===== src/rtl/gjpc_pkg.sv =====
// Shared types and constants for the grid jump path counter.
package gjpc_pkg;

	// Fixed field widths.
	localparam int COORD_W = 4;
	localparam int COUNT_W = 64;

	// Default largest grid side.
	localparam int MAX_DIM_DEF = 16;

	// Sequencer states.
	typedef enum logic [3:0] {
		ST_IDLE,
		ST_CLEAR,
		ST_READ,
		ST_ADD_CR,
		ST_ADD_DG,
		ST_WR_COL,
		ST_ADD_ROW,
		ST_WR_DG,
		ST_DONE
	} gjpc_state_t;

endpackage


===== src/rtl/gjpc_ram.sv =====
// Generic single-port-write, single-port-read RAM with registered read data.
module gjpc_ram #(
	parameter int WIDTH = 64,
	parameter int DEPTH = 16
) (
	input  logic                     clk,
	input  logic                     we,
	input  logic [$clog2(DEPTH)-1:0] waddr,
	input  logic [WIDTH-1:0]         wdata,
	input  logic [$clog2(DEPTH)-1:0] raddr,
	output logic [WIDTH-1:0]         rdata
);

	logic [WIDTH-1:0] mem_q [DEPTH];

	// Write port and registered read port.
	always_ff @(posedge clk) begin
		if (we) begin
			mem_q[waddr] <= wdata;
		end
		rdata <= mem_q[raddr];
	end

endmodule


===== src/rtl/gjpc_sat_add.sv =====
// Saturating 64-bit adder shared by every step of the cell update.
module gjpc_sat_add
	import gjpc_pkg::*;
(
	input  logic [COUNT_W-1:0] a,
	input  logic [COUNT_W-1:0] b,
	output logic [COUNT_W-1:0] sum,
	output logic               ovf
);

	logic [COUNT_W:0] raw;

	// A carry out means the true sum does not fit, so clamp to all ones.
	always_comb begin
		raw = {1'b0, a} + {1'b0, b};
		ovf = raw[COUNT_W];
		sum = raw[COUNT_W] ? {COUNT_W{1'b1}} : raw[COUNT_W-1:0];
	end

endmodule


===== src/rtl/grid_jump_path_counter_core.sv =====
// Grid jump path counter: fills cell counts backward with one shared saturating adder.
// An item fills N = (er-sr+1)*(ec-sc+1) cells, so at most 256 for a 16 by 16 rectangle;
// a rejected request goes from the clear state straight to done.
// Each cell takes one RAM read and five passes through the single adder.
// One item at a time: in_ready is high only while idle, after the result is taken.
// Reset clears the sequencer, valid bits and flags; sums are cleared per item by valid bits.
module grid_jump_path_counter_core
	import gjpc_pkg::*;
#(
	parameter int MAX_DIM = MAX_DIM_DEF
) (
	input  logic               clk,
	input  logic               arst_n,
	input  logic               in_valid,
	output logic               in_ready,
	input  logic [COORD_W-1:0] start_row,
	input  logic [COORD_W-1:0] start_col,
	input  logic [COORD_W-1:0] end_row,
	input  logic [COORD_W-1:0] end_col,
	output logic               out_valid,
	input  logic               out_ready,
	output logic [COUNT_W-1:0] path_count,
	output logic               saturated,
	output logic               bad_request
);

	localparam int DIAG_DEPTH = 2 * MAX_DIM - 1;
	localparam int CW         = $clog2(MAX_DIM);
	localparam int DW         = $clog2(DIAG_DEPTH);

	gjpc_state_t state_q, state_d;

	logic [COORD_W-1:0] sr_q, sc_q, er_q, ec_q;
	logic [CW-1:0]      dr_q, dc_q, r_q, c_q;
	logic [DW-1:0]      d_idx;
	logic               req_bad;
	logic               first_cell, last_cell;

	logic [COUNT_W-1:0] t_q, v_q, row_q;
	logic [COUNT_W-1:0] count_q;
	logic               ovf_q, sat_q, bad_q;

	logic [MAX_DIM-1:0]    col_vld_q;
	logic [DIAG_DEPTH-1:0] diag_vld_q;

	logic [COUNT_W-1:0] col_rdata, diag_rdata, col_eff, diag_eff;
	logic [COUNT_W-1:0] add_a, add_b, add_sum;
	logic               add_ovf;
	logic               col_we, diag_we, add_en;

	// Diagonal index of the current cell, offset so it never goes negative.
	assign d_idx = DW'(r_q) + DW'(MAX_DIM - 1) - DW'(c_q);

	assign first_cell = (r_q == dr_q) && (c_q == dc_q);
	assign last_cell  = (r_q == '0) && (c_q == '0);

	// Start must not lie past the end, and the end must sit inside the grid.
	assign req_bad = (sr_q > er_q) || (sc_q > ec_q) ||
		(int'(er_q) >= MAX_DIM) || (int'(ec_q) >= MAX_DIM);

	// Entries not yet written for this item read as zero.
	assign col_eff  = col_vld_q[c_q]    ? col_rdata  : '0;
	assign diag_eff = diag_vld_q[d_idx] ? diag_rdata : '0;

	gjpc_ram #(
		.WIDTH(COUNT_W),
		.DEPTH(MAX_DIM)
	) u_col_ram (
		.clk   (clk),
		.we    (col_we),
		.waddr (c_q),
		.wdata (add_sum),
		.raddr (c_q),
		.rdata (col_rdata)
	);

	gjpc_ram #(
		.WIDTH(COUNT_W),
		.DEPTH(DIAG_DEPTH)
	) u_diag_ram (
		.clk   (clk),
		.we    (diag_we),
		.waddr (d_idx),
		.wdata (add_sum),
		.raddr (d_idx),
		.rdata (diag_rdata)
	);

	gjpc_sat_add u_add (
		.a   (add_a),
		.b   (add_b),
		.sum (add_sum),
		.ovf (add_ovf)
	);

	// Next state.
	always_comb begin
		state_d = state_q;
		unique case (state_q)
			ST_IDLE:    if (in_valid) state_d = ST_CLEAR;
			ST_CLEAR:   state_d = req_bad ? ST_DONE : ST_READ;
			ST_READ:    state_d = ST_ADD_CR;
			ST_ADD_CR:  state_d = ST_ADD_DG;
			ST_ADD_DG:  state_d = ST_WR_COL;
			ST_WR_COL:  state_d = ST_ADD_ROW;
			ST_ADD_ROW: state_d = ST_WR_DG;
			ST_WR_DG:   state_d = last_cell ? ST_DONE : ST_READ;
			ST_DONE:    if (out_ready) state_d = ST_IDLE;
			default:    state_d = ST_IDLE;
		endcase
	end

	// Adder operand selection and write strobes.
	always_comb begin
		add_a   = col_eff;
		add_b   = row_q;
		add_en  = 1'b0;
		col_we  = 1'b0;
		diag_we = 1'b0;
		unique case (state_q)
			ST_ADD_CR: begin
				add_a  = col_eff;
				add_b  = row_q;
				add_en = 1'b1;
			end
			ST_ADD_DG: begin
				add_a  = t_q;
				add_b  = diag_eff;
				add_en = 1'b1;
			end
			ST_WR_COL: begin
				add_a  = col_eff;
				add_b  = v_q;
				add_en = 1'b1;
				col_we = 1'b1;
			end
			ST_ADD_ROW: begin
				add_a  = row_q;
				add_b  = v_q;
				add_en = 1'b1;
			end
			ST_WR_DG: begin
				add_a   = diag_eff;
				add_b   = v_q;
				add_en  = 1'b1;
				diag_we = 1'b1;
			end
			default: begin
				add_a = col_eff;
				add_b = row_q;
			end
		endcase
	end

	assign in_ready    = (state_q == ST_IDLE);
	assign out_valid   = (state_q == ST_DONE);
	assign path_count  = count_q;
	assign saturated   = sat_q;
	assign bad_request = bad_q;

	// Sequencer, valid bits and flags.
	always_ff @(posedge clk or negedge arst_n) begin
		if (!arst_n) begin
			state_q    <= ST_IDLE;
			col_vld_q  <= '0;
			diag_vld_q <= '0;
			ovf_q      <= 1'b0;
			sat_q      <= 1'b0;
			bad_q      <= 1'b0;
		end else begin
			state_q <= state_d;
			if (state_q == ST_CLEAR) begin
				col_vld_q  <= '0;
				diag_vld_q <= '0;
				ovf_q      <= 1'b0;
				if (req_bad) begin
					sat_q <= 1'b0;
					bad_q <= 1'b1;
				end
			end
			if (add_en && add_ovf) begin
				ovf_q <= 1'b1;
			end
			if (col_we) begin
				col_vld_q[c_q] <= 1'b1;
			end
			if (diag_we) begin
				diag_vld_q[d_idx] <= 1'b1;
			end
			// The flag takes every earlier clamp plus any from the last cell's diagonal write,
			// even though that write does not feed the result.
			if (state_q == ST_WR_DG && last_cell) begin
				sat_q <= ovf_q || add_ovf;
				bad_q <= 1'b0;
			end
		end
	end

	// Datapath registers: coordinates, counters and running sums.
	always_ff @(posedge clk) begin
		if (state_q == ST_IDLE && in_valid) begin
			sr_q <= start_row;
			sc_q <= start_col;
			er_q <= end_row;
			ec_q <= end_col;
		end
		if (state_q == ST_CLEAR) begin
			dr_q    <= CW'(int'(er_q) - int'(sr_q));
			dc_q    <= CW'(int'(ec_q) - int'(sc_q));
			r_q     <= CW'(int'(er_q) - int'(sr_q));
			c_q     <= CW'(int'(ec_q) - int'(sc_q));
			row_q   <= '0;
			count_q <= '0;
		end
		if (state_q == ST_ADD_CR) begin
			t_q <= add_sum;
		end
		// The end cell seeds the fill with a single empty path.
		if (state_q == ST_ADD_DG) begin
			v_q <= first_cell ? COUNT_W'(1) : add_sum;
		end
		if (state_q == ST_ADD_ROW) begin
			row_q <= add_sum;
		end
		// Step right to left, then move up a row with a fresh row sum.
		if (state_q == ST_WR_DG) begin
			if (last_cell) begin
				count_q <= v_q;
			end else if (c_q == '0) begin
				r_q   <= r_q - CW'(1);
				c_q   <= dc_q;
				row_q <= '0;
			end else begin
				c_q <= c_q - CW'(1);
			end
		end
	end

	// A new item is never taken while a result is on offer.
	a_no_overlap: assert property (@(posedge clk) disable iff (!arst_n)
		!(in_ready && out_valid))
		else $error("input ready while a result is pending");

	// A rejected request always reports a zero count with no clamp.
	a_bad_zero: assert property (@(posedge clk) disable iff (!arst_n)
		(out_valid && bad_request) |-> (path_count == '0 && !saturated))
		else $error("rejected request with nonzero count or clamp flag");

	// Once an item is taken the block stays busy on the next cycle.
	a_busy_after_accept: assert property (@(posedge clk) disable iff (!arst_n)
		(in_valid && in_ready) |=> (!in_ready && !out_valid))
		else $error("block not busy after taking an item");

	// The fill starts at the end cell of the rectangle.
	a_fill_start: assert property (@(posedge clk) disable iff (!arst_n)
		(state_q == ST_CLEAR && !req_bad) |=> (state_q == ST_READ && first_cell))
		else $error("fill did not start at the end cell");

endmodule

===== config.mk =====
export PLATFORM = sky130hd
export DESIGN_NAME = grid_jump_path_counter_core
export DESIGN_NICKNAME = d
export VERILOG_FILES = /design/src/rtl/gjpc_pkg.sv /design/src/rtl/gjpc_ram.sv /design/src/rtl/gjpc_sat_add.sv /design/src/rtl/grid_jump_path_counter_core.sv
export SDC_FILE = /design/constraint.sdc
export NUM_CORES = 2
export LEC_CHECK = 0
export BUFFER_PORTS_ARGS = -buffer_cell sky130_fd_sc_hd__clkbuf_2
export CORE_ASPECT_RATIO = 0.7
export CORE_MARGIN = 5
export CORE_UTILIZATION = 55
export CTS_BUF_LIST = sky130_fd_sc_hd__clkbuf_4 sky130_fd_sc_hd__clkbuf_8
export DETAILED_ROUTE_END_ITERATION = 8
export PLACE_DENSITY = 0.71
export SLEW_MARGIN = 20
export SYNTH_ARGS = -nofsm -noshare
export SYNTH_HDL_FRONTEND = slang
export SYNTH_HIERARCHICAL = 1
export SYNTH_SLANG_ARGS = --single-unit

===== constraint.sdc =====
create_clock -name clk -period 9.7 [get_ports clk]
set_input_delay 0.97 -clock clk [delete_from_list [all_inputs] [get_ports clk]]
set_output_delay 0.97 -clock clk [all_outputs]
set_load 0.01 [all_outputs]

==> flow_metrics.tcl <==
set metrics [dict create \
    slew_violations 0 \
    first_iter_violations 13800 \
    gp_congestion 0.958 \
    switching_power_w 0.0229 \
    p_clk_share_pct 20.2 \
    avgSynthCellArea_sq_um 17.9 \
    hold_buffers 5 \
    cts_tree "done" \
    grt_usage_pct 31.8 \
    start_kind "flip-flop" \
    synth_edf_count 3160 \
    cp_top_family "compound AO/OA/AOI/OAI gates" \
    vias_per_cell 6.88 \
    drtPass1Iterations 9 \
    fin_setup_tns_ns 0 \
    grt_pass1_wl_mm 586 \
    p_leak_nw 51.1 \
    synth_area_sq_um 138000 \
    ys_ff_latch 3478 \
    yosysWarnings 6 \
    max_freq_ghz 0.108 \
    status "finished clean" \
    maxCapViolations 0 \
    synth_top_cell_area_share_pct 68.9 \
    drcViolationCount 0 \
    wire_per_inst_um 35.8 \
    dpl.hpwl_mm 224 \
    clk_pin_slew_ns 0.07 \
    drive_gt1_share_pct 22.6 \
    cts_made_buffers 488 \
    synthArstFlopShare_pct 1.55 \
    port_buffers 87 \
    cts_max_level 5 \
    cts.sinks 3478 \
    die_width_um 608 \
    yosys.cell_types.count 80 \
    core_area_sq_um 249000 \
    antenna_left 0 \
    num_vias 80800 \
    clockRootBuffer "clkbuf_8" \
    rows 153 \
    overflow 0 \
    maxSlewHeadroom_pct 14.3 \
    required_ns 10.51 \
    crit_arrival_ns 10.07 \
    start_util_pct 55.4 \
    path_buf_inv 2 \
    nets 8094 \
    fill_cells 17500 \
    drt_wl_total_mm 421 \
    crit_slowest_cell "a2111oi_1" \
    grt_setup_unrepaired "no" \
    crit_chain "fa_1, inv_8, mux4_1, mux2i_1, mux2i_1, mux2i_4, buf_4, o21ai_0, ha_1, a211oi_1, o21ai_1, o21ai_1, a2111oi_1, o31ai_1, a21oi_1, o21ai_0, xnor2_1, nand2_2, and2_1" \
    worst_pin_slew_ns 1.29 \
    synth_area_leaders "edfxtp_1, mux4_2, dfxtp_1" \
    cp_max_fo 68 \
    die-area_sq_um 261000 \
    die_h_um 429 \
    ys.flop_type "edfxtp_1" \
    p_comb_share_pct 43.9 \
    synth.most_common_cell "edfxtp_1" \
    pwr_density_cell_nw_per_um2 379 \
    grt_pass1_vias 76200 \
    grt_max_degree 125 \
    final_cell_area_sq_um 152000 \
    switching_share_pct 39.7 \
    netlist_top_cells_count "edfxtp_1, mux4_2, nand2_1" \
    min_period_ns 9.26 \
    cts_setup_buffers 0 \
    final-hold-violation-count 0 \
    finClkSkew_ns 0.0812 \
    clk_path_buf_depth 4 \
    critPathCaptureType "flip-flop" \
    synth_largest_area_cell "edfxtp_1" \
    cts_resized 0 \
    ios 88 \
    synth_nets 7794 \
    antenna_found_initial 25 \
    finalSetupViolations 0 \
    power_w 0.0578 \
    ys_seq_area_share_pct 73.7 \
    hp-class "in2reg" \
    syn_inst 7688 \
    period_share_pct 95.5 \
    worstSetupPathType "reg2reg" \
    placed_area_sq_um 142000 \
    ir_drop_mv 0.561 \
    cp_slowest_stage_delay_ns 0.92 \
    p_int_w 0.0349 \
    pwr-share-seq_pct 35.9 \
    syn2layout_area_growth_pct 10.6 \
    clk_latency_ns 1.09 \
]
[area by class of cell]
type,count,area (sq um),share of cell area [%]
flip-flops and latches,3478,102000,66.6
multi-input cells,3678,34100,22.4
clock buffers,728,8820,5.79
well taps,3332,4170,2.74
repair buffers,286,2340,1.54
clock inverters,177,1170,0.766
inverters,56,234,0.154
diodes,12,30.0,0.0197
[registers in the layout, summed over array words and instances, names as in the netlist, 16 cells and up]
signal            flops
u_col_ram/rdata      64
t_q                  64
path_count           64
u_diag_ram/mem_q   1984
v_q                  64
col_vld_q            16
diag_vld_q           31
row_q                64
u_col_ram/mem_q    1024
u_diag_ram/rdata     64
[per-stage QoR]
stage	hold slack [ns]	util, %	cells	setup WS, ns
3_5_place_dp	0.448	57.2	10800	0.942
3_3_place_gp	0.445	57.2	10800	1.08
2_1_floorplan	0.435	-	7688	2.01
4_1_cts	0.00272	61.2	11700	0.849
5_1_grt	0.0381	61.2	11700	0.333
6_report	0.0885	61.2	11700	0.441
[kinds of logic after synthesis]
group | count (synthesis) | synth area share, %
buffers and inverters | 532 | 2.02
adder cells (fa/ha/maj) | 86 | 0.803
multiplexers | 1003 | 13.0
flip-flops | 3478 | 73.7
XOR/XNOR | 74 | 0.476
AO/OA/AOI/OAI | 1211 | 5.72
AND/OR/NAND/NOR | 1304 | 4.34
[layer usage]
metal	up-vias	track usage (%)	wire length (um)
li1	31500	-	-
met1	41400	46.8	157000
met2	6846	44.0	176000
met3	1135	11.4	69700
met4	14	11.5	17700
met5	-	0	107
[power by group through the flow]
stage	sequential, W	clock, W	combinational (W)
after floorplan	0.0206	0	0.0168
after global placement	0.0210	0	0.0242
after detailed placement	0.0210	0	0.0246
after CTS	0.0207	0.0118	0.0247
after global routing	0.0208	0.0125	0.0264
final	0.0208	0.0117	0.0254
[cell usage in the layout, fill, tap and decap left out, types with 161 or more instances in the layout]
master and count:
clkbuf_4 192, nand2_1 517, mux2i_1 349, mux4_2 604
o21ai_0 161, buf_4 163, a22oi_1 338, a21oi_1 274
dfxtp_1 262, edfxtp_1 3160, clkbuf_8 536, nor2_1 249
[worst reg2reg max path: stages (launching register included)]
cell,delay (ns)
dfxtp_4,0.84
fa_1,0.77
inv_8,0.55
mux4_1,0.64
mux2i_1,0.19
mux2i_1,0.14
mux2i_4,0.26
buf_4,0.59
o21ai_0,0.32
ha_1,0.38
a211oi_1,0.09
o21ai_1,0.61
o21ai_1,0.24
a2111oi_1,0.92
o31ai_1,0.37
a21oi_1,0.62
o21ai_0,0.39
xnor2_1,0.28
nand2_2,0.50
and2_1,0.34
[path summary, 6_finish.rpt]
kind                                startpoint              to  slack (ns)  cells after the start
worst max-delay path                    c_q[1]         v_q[61]        0.44                     19
worst min-delay path              start_row[1]         sr_q[1]        0.09                      1
min in group asynchronous               arst_n    col_vld_q[0]        0.60                      3
worst min register to register  path_count[61]  path_count[61]        0.46                      2
max in group asynchronous               arst_n      state_q[1]        8.52                      3
worst max register to register          c_q[1]         v_q[61]        0.44                     19
No activity file was read; power rests on OpenSTA's default activity.
